$ cat src/rtl/iwe_pkg.sv
// instruction word encoder package: payload structs, mnemonic indexes,
// opcodes, error codes and the alu opcode lookup
// no dependencies
package iwe_pkg;

    localparam int ADDR_BITS_DEF = 16;
    localparam int FIELD_ADDR_W  = 16;
    // label offset arithmetic width: enough for any 16-bit difference plus sign
    localparam int REL_W = FIELD_ADDR_W + 2;

    // mnemonic indexes
    localparam logic [4:0] K_MUL  = 5'd11;
    localparam logic [4:0] K_MULH = 5'd12;
    localparam logic [4:0] K_STF  = 5'd13;
    localparam logic [4:0] K_CLF  = 5'd14;
    localparam logic [4:0] K_PUSH = 5'd15;
    localparam logic [4:0] K_POP  = 5'd16;
    localparam logic [4:0] K_STS  = 5'd17;
    localparam logic [4:0] K_LDS  = 5'd18;
    localparam logic [4:0] K_RET  = 5'd19;
    localparam logic [4:0] K_HALT = 5'd20;
    localparam logic [4:0] K_MVI  = 5'd21;
    localparam logic [4:0] K_JZ   = 5'd22;
    localparam logic [4:0] K_CALR = 5'd23;
    localparam logic [4:0] K_JR   = 5'd24;
    localparam logic [4:0] K_STM  = 5'd25;
    localparam logic [4:0] K_LDM  = 5'd26;

    // opcodes
    localparam logic [5:0] OP6_MUL  = 6'h0E;
    localparam logic [5:0] OP6_MULH = 6'h0F;
    localparam logic [5:0] OP6_STF  = 6'h10;
    localparam logic [5:0] OP6_CLF  = 6'h11;
    localparam logic [5:0] OP6_PUSH = 6'h1C;
    localparam logic [5:0] OP6_POP  = 6'h1D;
    localparam logic [5:0] OP6_STS  = 6'h1E;
    localparam logic [5:0] OP6_LDS  = 6'h1F;
    localparam logic [3:0] OP4_STM_X = 4'h8;
    localparam logic [3:0] OP4_LDM_X = 4'h9;
    localparam logic [3:0] OP4_STM_Y = 4'hA;
    localparam logic [3:0] OP4_LDM_Y = 4'hB;
    localparam logic [3:0] OP4_MVI  = 4'hC;
    localparam logic [3:0] OP4_JZ   = 4'hD;
    localparam logic [3:0] OP4_CALR = 4'hE;
    localparam logic [3:0] OP4_JR   = 4'hF;
    localparam logic [15:0] WORD_RET  = 16'h7410;
    localparam logic [15:0] WORD_HALT = 16'hFFFF;

    // error codes
    localparam logic [2:0] E_OK      = 3'd0;
    localparam logic [2:0] E_UNKNOWN = 3'd1;
    localparam logic [2:0] E_ODD_POP = 3'd2;
    localparam logic [2:0] E_IMM     = 3'd3;
    localparam logic [2:0] E_LABEL   = 3'd4;
    localparam logic [2:0] E_REL8    = 3'd5;
    localparam logic [2:0] E_REL12   = 3'd6;

    typedef struct packed {
        logic [4:0]                kind;
        logic [3:0]                first_reg;
        logic [3:0]                second_reg;
        logic signed [11:0]        immediate;
        logic                      base_is_x;
        logic                      offset_is_label;
        logic                      label_found;
        logic [FIELD_ADDR_W-1:0]   label_address;
        logic [FIELD_ADDR_W-1:0]   word_position;
    } t_in;

    typedef struct packed {
        logic [15:0] machine_word;
        logic [2:0]  error_code;
    } t_out;

    // register-register alu opcodes; mul and mulh skip 0x0b..0x0d
    function automatic logic [5:0] alu_op(input logic [4:0] kind);
        logic [5:0] op;
        case (kind)
            K_MUL:   op = OP6_MUL;
            K_MULH:  op = OP6_MULH;
            default: op = {2'b00, kind[3:0]};
        endcase
        return op;
    endfunction

    function automatic logic [15:0] word_ri8(input logic [3:0] op4, input logic [3:0] reg_no,
                                             input logic [7:0] imm8);
        return {op4, imm8[7:4], reg_no, imm8[3:0]};
    endfunction

    function automatic logic [15:0] word_rel12(input logic [3:0] op4,
                                               input logic [11:0] rel);
        return {op4, rel[7:4], rel[11:8], rel[3:0]};
    endfunction

endpackage

$ cat src/rtl/iwe_encode.sv
// instruction word encoder datapath: format select, range checks, bit packing
// depends on iwe_pkg
module iwe_encode
    import iwe_pkg::*;
#(
    parameter int ADDR_BITS = ADDR_BITS_DEF
) (
    input  t_in  i_item,
    output t_out o_result
);

    localparam int EFF_W = (ADDR_BITS < FIELD_ADDR_W) ? ADDR_BITS : FIELD_ADDR_W;
    localparam logic [FIELD_ADDR_W-1:0] ADDR_MASK =
        FIELD_ADDR_W'((33'd1 << EFF_W) - 33'd1);

    logic [FIELD_ADDR_W-1:0] tgt;
    logic [FIELD_ADDR_W-1:0] pos;
    logic signed [REL_W-1:0] rel;
    logic signed [11:0]      imm;
    logic                    imm_s8_ok;
    logic                    rel8_ok;
    logic                    rel12_ok;
    logic [15:0]             word;
    logic [2:0]              err;
    logic [3:0]              op4;

    assign tgt = i_item.label_address & ADDR_MASK;
    assign pos = i_item.word_position & ADDR_MASK;
    assign rel = $signed({2'b00, tgt}) - $signed({2'b00, pos}) - REL_W'(1);
    assign imm = i_item.immediate;

    assign imm_s8_ok = (imm >= -12'sd128) && (imm <= 12'sd127);
    assign rel8_ok   = (rel >= -REL_W'(128)) && (rel <= REL_W'(127));
    assign rel12_ok  = (rel >= -REL_W'(2048)) && (rel <= REL_W'(2047));

    always_comb begin
        word = '0;
        err  = E_OK;
        op4  = OP4_JR;
        unique case (i_item.kind) inside
            [5'd0:K_MULH]: begin
                word = {alu_op(i_item.kind), 2'b00, i_item.first_reg, i_item.second_reg};
            end
            K_STF, K_CLF: begin
                if (imm < 12'sd0 || imm > 12'sd1) begin
                    err = E_IMM;
                end else begin
                    word = {(i_item.kind == K_STF) ? OP6_STF : OP6_CLF, 9'd0, imm[0]};
                end
            end
            K_PUSH, K_POP, K_STS, K_LDS: begin
                if (i_item.kind == K_POP && i_item.first_reg[0]) begin
                    err = E_ODD_POP;
                end else begin
                    word = {OP6_PUSH + {4'd0, i_item.kind[1:0] - K_PUSH[1:0]}, 2'b00,
                            i_item.first_reg, 4'd0};
                end
            end
            K_RET:  word = WORD_RET;
            K_HALT: word = WORD_HALT;
            K_MVI: begin
                if (imm < -12'sd128 || imm > 12'sd255) begin
                    err = E_IMM;
                end else begin
                    word = word_ri8(OP4_MVI, i_item.first_reg, imm[7:0]);
                end
            end
            K_JZ: begin
                if (i_item.offset_is_label) begin
                    if (!i_item.label_found) begin
                        err = E_LABEL;
                    end else if (!rel8_ok) begin
                        err = E_REL8;
                    end else begin
                        word = word_ri8(OP4_JZ, i_item.first_reg, rel[7:0]);
                    end
                end else if (!imm_s8_ok) begin
                    err = E_IMM;
                end else begin
                    word = word_ri8(OP4_JZ, i_item.first_reg, imm[7:0]);
                end
            end
            K_CALR, K_JR: begin
                op4 = (i_item.kind == K_CALR) ? OP4_CALR : OP4_JR;
                if (i_item.offset_is_label) begin
                    if (!i_item.label_found) begin
                        err = E_LABEL;
                    end else if (!rel12_ok) begin
                        err = E_REL12;
                    end else begin
                        word = word_rel12(op4, rel[11:0]);
                    end
                end else begin
                    word = word_rel12(op4, imm);
                end
            end
            K_STM, K_LDM: begin
                if (i_item.kind == K_STM) begin
                    op4 = i_item.base_is_x ? OP4_STM_X : OP4_STM_Y;
                end else begin
                    op4 = i_item.base_is_x ? OP4_LDM_X : OP4_LDM_Y;
                end
                if (!imm_s8_ok) begin
                    err = E_IMM;
                end else begin
                    word = word_ri8(op4, i_item.first_reg, imm[7:0]);
                end
            end
            default: err = E_UNKNOWN;
        endcase
        // an error always reports a zero word
        if (err != E_OK) begin
            word = '0;
        end
    end

    assign o_result.machine_word = word;
    assign o_result.error_code   = err;

endmodule

$ cat src/rtl/instruction_word_encoder.sv
// instruction word encoder top level: input register, encode logic, result register
// depends on iwe_pkg and iwe_encode
// each instruction passes the input register, then the encode logic, then the result register
// throughput: one instruction per cycle; input stalls only when both registers are full
// reset: synchronous active-low i_rst_n clears both stage valid flags
module instruction_word_encoder
    import iwe_pkg::*;
#(
    parameter int ADDR_BITS = ADDR_BITS_DEF
) (
    input  logic i_clk,
    input  logic i_rst_n,
    input  logic i_in_valid,
    input  t_in  i_in_data,
    output logic o_in_stall,
    output logic o_out_valid,
    output t_out o_out_data,
    input  logic i_out_stall
);

    logic r_in_valid;
    t_in  r_in_data;
    logic r_out_valid;
    t_out r_out_data;
    t_out n_out_data;
    logic adv_out;
    logic adv_in;

    // each stage moves when the one after it can take its contents
    assign adv_out    = !r_out_valid || !i_out_stall;
    assign adv_in     = !r_in_valid || adv_out;
    assign o_in_stall = !adv_in;

    iwe_encode #(
        .ADDR_BITS(ADDR_BITS)
    ) u_encode (
        .i_item  (r_in_data),
        .o_result(n_out_data)
    );

    always_ff @(posedge i_clk) begin
        if (!i_rst_n) begin
            r_in_valid  <= 1'b0;
            r_out_valid <= 1'b0;
        end else begin
            if (adv_in) begin
                r_in_valid <= i_in_valid;
            end
            if (adv_out) begin
                r_out_valid <= r_in_valid;
            end
        end
        if (adv_in && i_in_valid) begin
            r_in_data <= i_in_data;
        end
        if (adv_out && r_in_valid) begin
            r_out_data <= n_out_data;
        end
    end

    assign o_out_valid = r_out_valid;
    assign o_out_data  = r_out_data;

endmodule

$ cat config.mk
export PLATFORM = sky130hd
export DESIGN_NAME = instruction_word_encoder
export DESIGN_NICKNAME = d
export VERILOG_FILES = /design/src/rtl/iwe_pkg.sv /design/src/rtl/iwe_encode.sv /design/src/rtl/instruction_word_encoder.sv
export SDC_FILE = /design/constraint.sdc
export NUM_CORES = 1
export LEC_CHECK = 0
export BUFFER_PORTS_ARGS = -buffer_cell sky130_fd_sc_hd__buf_2
export CORE_MARGIN = 4
export CORE_UTILIZATION = 37
export CTS_CLUSTER_SIZE = 40
export DETAILED_ROUTE_END_ITERATION = 8
export PLACE_DENSITY = 0.6
export SLEW_MARGIN = 40
export SYNTH_ARGS = -nofsm -noshare
export SYNTH_HDL_FRONTEND = slang
export SYNTH_SLANG_ARGS = --single-unit
export TNS_END_PERCENT = 30
$ cat constraint.sdc
create_clock -name i_clk -period 9.7 [get_ports i_clk]
set_clock_uncertainty 0.2 [all_clocks]
set_input_delay 0.485 -clock i_clk [delete_from_list [all_inputs] [get_ports i_clk]]
set_output_delay 0.485 -clock i_clk [all_outputs]
set_load 0.01 [all_outputs]
Word-level counts from Yosys, hierarchy flattened
Index checks and enable logic that the tools add are counted.
{"block": "totals", "out_inout_bits": 21, "register_bits": 81}
{"block": "classes", "n_reduce_logical": 21, "n_mux": 29, "order_cmp": 12, "add_sub_neg": 4, "eq_ne": 16}
{"cell": "16-bit 2-to-1 mux", "n": 11}
{"cell": "16-bit one-hot mux with 9 select lines", "n": 1}
{"cell": "5-bit equality test, second input constant", "n": 11}
{"cell": "5-bit by 4-bit equality test with 1-bit output, second input constant", "n": 5}
{"cell": "3-bit one-hot mux with 7 select lines", "n": 1}
{"cell": "18-bit by 12-bit greater-or-equal comparator with 1-bit output, second input constant", "n": 1}
{"cell": "18-bit by 8-bit greater-or-equal comparator with 1-bit output, second input constant", "n": 1}
{"cell": "18-bit by 12-bit less-or-equal comparator with 1-bit output, second input constant", "n": 1}
{"cell": "18-bit by 8-bit less-or-equal comparator with 1-bit output, second input constant", "n": 1}
{"cell": "3-bit 2-to-1 mux", "n": 6}
{"cell": "18-bit by 2-bit subtractor with 18-bit output, second input constant", "n": 1}
{"cell": "16-bit by 16-bit subtractor with 17-bit output", "n": 1}
{"cell": "12-bit by 8-bit greater-or-equal comparator with 1-bit output, second input constant", "n": 1}
{"cell": "12-bit by 2-bit > comparator with 1-bit output, second input constant", "n": 1}
{"cell": "12-bit by 9-bit > comparator with 1-bit output, second input constant", "n": 1}
{"cell": "12-bit by 8-bit less-or-equal comparator with 1-bit output, second input constant", "n": 1}
{"cell": "12-bit by 1-bit less-than comparator with 1-bit output, second input constant", "n": 1}
{"cell": "12-bit by 8-bit less-than comparator with 1-bit output, second input constant", "n": 1}
{"cell": "2-bit 2-to-1 mux", "n": 6}
{"cell": "4-bit one-hot mux with 2 select lines", "n": 1}
{"cell": "1-bit logical AND", "n": 7}
{"cell": "5-bit by 2-bit adder with 6-bit output, first input constant", "n": 1}
{"cell": "2-bit OR reduction", "n": 3}
{"cell": "5-bit by 1-bit greater-or-equal comparator with 1-bit output, second input constant", "n": 1}
{"cell": "other kinds (9)", "n": 16}

Depth between registers and ports, before layout
{"block": "logic_depth", "depth_word": 9, "mapped_depth": 18, "ltp_nobuf": 16}

Modules after synthesis
A second synthesis with hierarchy kept.
{"block": "hier_totals", "cells_unflattened": 492, "area_unflattened_um2": 5167.5}
{"module": "iwe_encode", "n_inst": 1, "area_per_inst_um2": 2711.4, "cells_per_inst": 405}
{"module": "instruction_word_encoder", "n_inst": 1, "area_per_inst_um2": 2456.1, "cells_per_inst": 87}

Least setup slack after synthesis
No wires, ideal clock.
{"block": "synth_timing", "path_type": "reg-to-reg", "from": "register r_in_data[16] in the netlist's numbering", "to": "register r_out_data, in the netlist o_out_data[11], data pin", "n_path_buf": 1, "t_required_ns": 9.354, "path_stages_with_launch": 16, "setup_slack_ns": 5.333, "t_arrival_ns": 4.022, "period_less_slack_ns": 4.367, "cell_sequence": "edfxtp_1 -> inv_1 -> ha_1 -> inv_1 -> fa_1 -> xnor2_1 -> and3_1 -> o221ai_1 -> a211o_1 -> or4_4 -> a2111oi_4 -> o221ai_2 -> and2_4 -> a2111o_2 -> buf_6 -> a21oi_1"}
{"block": "synth_via", "elab_chain_len": 9, "elab_cells_between_ends": 23}
{"item": "start: declaration", "line": "instruction_word_encoder.sv:22", "source": "t_in r_in_data;"}
{"item": "start signal: assignment", "line": "instruction_word_encoder.sv:54", "source": "r_in_data <= i_in_data;"}
{"item": "16-bit by 16-bit subtractor with 17-bit output (*)", "line": "iwe_encode.sv:29", "source": "assign rel = $signed({2'b00, tgt}) - $signed({2'b00, pos}) - REL_W'(1);"}
{"item": "18-bit by 2-bit subtractor with 18-bit output (*)", "line": "iwe_encode.sv:29"}
{"item": "18-bit by 8-bit greater-or-equal comparator with 1-bit output (tied with other cells)", "line": "iwe_encode.sv:33", "source": "assign rel8_ok = (rel >= -REL_W'(128)) && (rel <= REL_W'(127));"}
{"item": "1-bit logical AND (on tied branches)", "line": "iwe_encode.sv:33, iwe_encode.sv:34"}
{"item": "3-bit 2-to-1 mux (on tied branches)", "line": "iwe_encode.sv:72, iwe_encode.sv:88"}
{"item": "3-bit 2-to-1 mux (on tied branches)", "line": "iwe_encode.sv:70, iwe_encode.sv:86"}
{"item": "3-bit 2-to-1 mux (on tied branches)", "line": "iwe_encode.sv:69, iwe_encode.sv:85"}
{"item": "3-bit one-hot mux with 7 select lines", "line": "iwe_encode.sv:40", "source": "unique case (i_item.kind) inside"}
{"item": "3-bit nonzero test", "line": "iwe_encode.sv:112", "source": "if (err != E_OK) begin"}
{"item": "end signal: assignment", "line": "instruction_word_encoder.sv:57", "source": "r_out_data <= n_out_data;"}
{"item": "end: declaration", "line": "instruction_word_encoder.sv:24", "source": "t_out r_out_data;"}
Mark *: on every way between the ends. The rest lies on a longest branch, timed or not.
A chain may end at the register's enable or synchronous reset.

Worst setup path after layout
{"block": "layout_timing", "from": "register r_in_data[16] in the netlist's numbering", "to": "register r_out_data, in the netlist o_out_data[17], data pin"}
Same word-level chain as after synthesis.

==> flow_metrics.env <==
export IMPL_insertion_delay_ns=0.35
export IMPL_critPathMostFrequentCell="inv_1"
export IMPL_holdPathStages=1
export IMPL_crit_path_max_incr_delay_ns=0.66
export IMPL_crit_fanout=16
export IMPL_pre_cts_setup_slack_ns=4.496
export IMPL_crit_cells=15
export IMPL_cts_root_buf="clkbuf_16"
export IMPL_timing_fmax_mhz=190.4
export IMPL_min_setup_slack_post_route_ns=4.449
export IMPL_cts_htree_levels=3
export IMPL_number_of_failing_setup_endpoints_in_the_final_timing_report=0
export IMPL_crit_path_dat_ns=5.22
export IMPL_drt_drc_violations_left=0
export IMPL_min_path_type="in2reg"
export IMPL_holdBufCountCts=0
export IMPL_grt_usage_pct=15.90
export IMPL_setup_tns_ns=0
export IMPL_place_congestion=0.8831
export IMPL_cts_buffers_inserted=9
export IMPL_worst_setup_hold_path_clk_slew_ns=0.06
export IMPL_cts_repair_timing_setup_buffer_count=0
export IMPL_post_synth_cell_area_avg_um2=10.77
export IMPL_critical_path_required_ns=9.67
export IMPL_placement_io_buffers=84
export IMPL_synthCells=471
export IMPL_mostFrequentLayoutCell="buf_2"
export IMPL_final_min_period_over_clock_period_pct=54.14
export IMPL_result_of_the_run="completed"
export IMPL_critical_path_endpoint_type="flip-flop"
export IMPL_grt_pass1_vias=3977
export IMPL_core_um2=13350
export IMPL_drt_iter0_markers=232
export IMPL_die_w_um=125.1
export IMPL_post_route_min_period_ns=5.251
export IMPL_hpwl_um=9051
export IMPL_cts_path_max_buffers=2
export IMPL_path_buf_inv=2
export IMPL_rows=42
export IMPL_worstSetupStartpointType="flip-flop"
export IMPL_tightest_slew_margin_relative_to_the_limit_pct=47.25
export IMPL_rsz0062_at_grt="no"
export IMPL_grt_first_pass_wirelength_um=20010
export IMPL_synth_ff_latch_count=81
export IMPL_route_detailed_vias_per_inst=5.532
export IMPL_synth_lib_cells_used_distinct=79
export IMPL_critPathTopFamily="compound AO/OA/AOI/OAI gates"
export IMPL_initial_antenna_violation_count=0
export IMPL_antenna_viol_nets_final=0
export IMPL_tritoncts="yes"
export IMPL_largest_net_degree_at_the_start_of_global_routing=61
export IMPL_drtPass1Iterations=5
export IMPL_area_growth_synth_to_final_pct=16.60
export IMPL_antenna_diode_count=0
export IMPL_initial_core_util_pct=37.99
export IMPL_route_detailed_wl_per_inst_um=16.64
export IMPL_pwr_density_cell_nw_per_um2=155.3
export IMPL_fp_dieH_um=125.1
export IMPL_synth_warning_count=0
export IMPL_finalMaxSlewViolations=0
export IMPL_ys_async_sr_fraction_pct=0
export IMPL_clock_sinks=81
export IMPL_top_level_ports=85
export IMPL_vdd_ir_drop_worst_uv=76.45
export IMPL_cp_cell_instances="inv_1, ha_1, inv_1, fa_1, a21oi_1, o221a_1, o21bai_2, xnor2_4, nand4_2, or4_1, a211oi_1, o211ai_1, and2_4, a2111o_2, a41oi_1"
export IMPL_worst_setup_path_type="reg2reg"
export IMPL_post_synth_instance_area_um2=5071
export IMPL_synth_sequential_area_ratio_pct=47.57
export IMPL_synth_edff_count=79
export IMPL_worst_r2r_path_depth=15
export IMPL_final_layout_size_suffix_gt1_share_pct=23.47
export IMPL_power_total_mw=0.9181
export IMPL_most_common_layout_cells="buf_2 (84), edfxtp_1 (79), nand2_1 (37)"
export IMPL_finished_layout_cell_area_um2=5913
export IMPL_timing_worst_slew_pin_value_ns=0.7876
export IMPL_cts_resized=0
export IMPL_postSynthNetCount=557
export IMPL_final_fill_count=1293
export IMPL_ys_dominant_reg_cell="edfxtp_1"
export IMPL_drt_total_wl_um=12150
export IMPL_timing_hold_violations_final=0
export IMPL_num_nets_final=635
export IMPL_placed_area_um2=5655
export IMPL_maxCapViolations=0
export IMPL_static_leakage_power_nw=2.269
export IMPL_total_die_area_um2=15640
export IMPL_detailroute_via_count=4038
export IMPL_crit_path_top_delay_cell="a2111o_2"
export IMPL_total_congestion_overflow_after_global_routing=0
==> kinds of logic after synthesis <==
kind of cell | Yosys count | share of synthesized area [%]
AOI/OAI and AO/OA | 159 | 24.28
xor gates and xnor gates | 15 | 3.109
adders and majority gates | 22 | 5.576
buffers and inverters | 46 | 3.948
DFF | 81 | 47.57
muxes | 3 | 0.5922
and+or+nand+nor | 145 | 14.93
==> synthesized netlist by cell type, types with 5 or more instances <==
| cell type | number | share of area [%] |
|---|---|---|
| xor2_1 | 7 | 1.2 |
| nand2b_1 | 8 | 0.99 |
| o21a_1 | 6 | 0.89 |
| edfxtp_1 | 79 | 47 |
| nor2b_1 | 6 | 0.74 |
| inv_1 | 27 | 2.0 |
| buf_2 | 5 | 0.49 |
| a21o_1 | 7 | 1.0 |
| nand3_1 | 18 | 1.8 |
| o21ai_0 | 14 | 1.4 |
| a21oi_1 | 27 | 2.7 |
| a211o_1 | 5 | 0.86 |
| ha_1 | 21 | 5.2 |
| or3_1 | 6 | 0.74 |
| nor3_1 | 9 | 0.89 |
| a31oi_1 | 9 | 1.1 |
| nand2_1 | 37 | 2.7 |
| a211oi_1 | 8 | 1.2 |
| o211ai_1 | 7 | 1.0 |
| o22ai_1 | 6 | 0.74 |
| clkbuf_1 | 7 | 0.52 |
| and3_1 | 9 | 1.1 |
| xnor2_1 | 6 | 1.0 |
| o31ai_1 | 8 | 1.2 |
| a21oi_2 | 11 | 1.9 |
| and2_1 | 6 | 0.74 |
| a221oi_1 | 7 | 1.2 |
| nor2_1 | 22 | 1.6 |
==> stage by stage <==
stage	hold slack [ns]	std cells	utilization (%)
after global routing	0.1001	730	44.30
after CTS	0.09672	730	44.30
after global placement	0.2741	714	42.25
final	0.1083	730	44.30
after floorplan	0.2662	471	-
after detailed placement	0.3162	714	42.37
==> sequential cells by signal (all words and copies together), names as in the netlist <==
name / count
o_out_data: 19
o_out_valid: 1
r_in_data: 60
r_in_valid: 1
==> routing by layer <==
layer | part of all wire (%) | GRT usage, %
met1 | 47 | 21.45
met4 | 1.8 | 6.059
met2 | 45 | 25.09
met3 | 6.0 | 3.539
met5 | 0 | 0
==> final timing paths <==
path                            slack, ns           from        endpoint
worst max-delay path                 4.45  r_in_data[16]  o_out_data[17]
worst min-delay path                 0.11  i_in_data[44]   r_in_data[44]
worst max register to register       4.45  r_in_data[16]  o_out_data[17]
worst min register to register       0.31     r_in_valid     o_out_valid
==> power breakdown <==
part           switching (mW)  internal (mW)  total (mW)
Combinational           0.119         0.0753       0.194
Sequential             0.0126          0.409       0.422
Clock                   0.130          0.173       0.302
==> area by class of cell <==
type | instances | area [µm²] | share of cell area (%)
inverter | 27 | 101.3 | 1.714
clock inverter | 3 | 17.52 | 0.2962
tap | 176 | 220.2 | 3.724
timing repair buffer | 86 | 435.4 | 7.364
multi-input combinational | 344 | 2486 | 42.04
sequential | 81 | 2412 | 40.80
clock buffer | 13 | 240.2 | 4.063
Power figures use the tool's default switching activity.
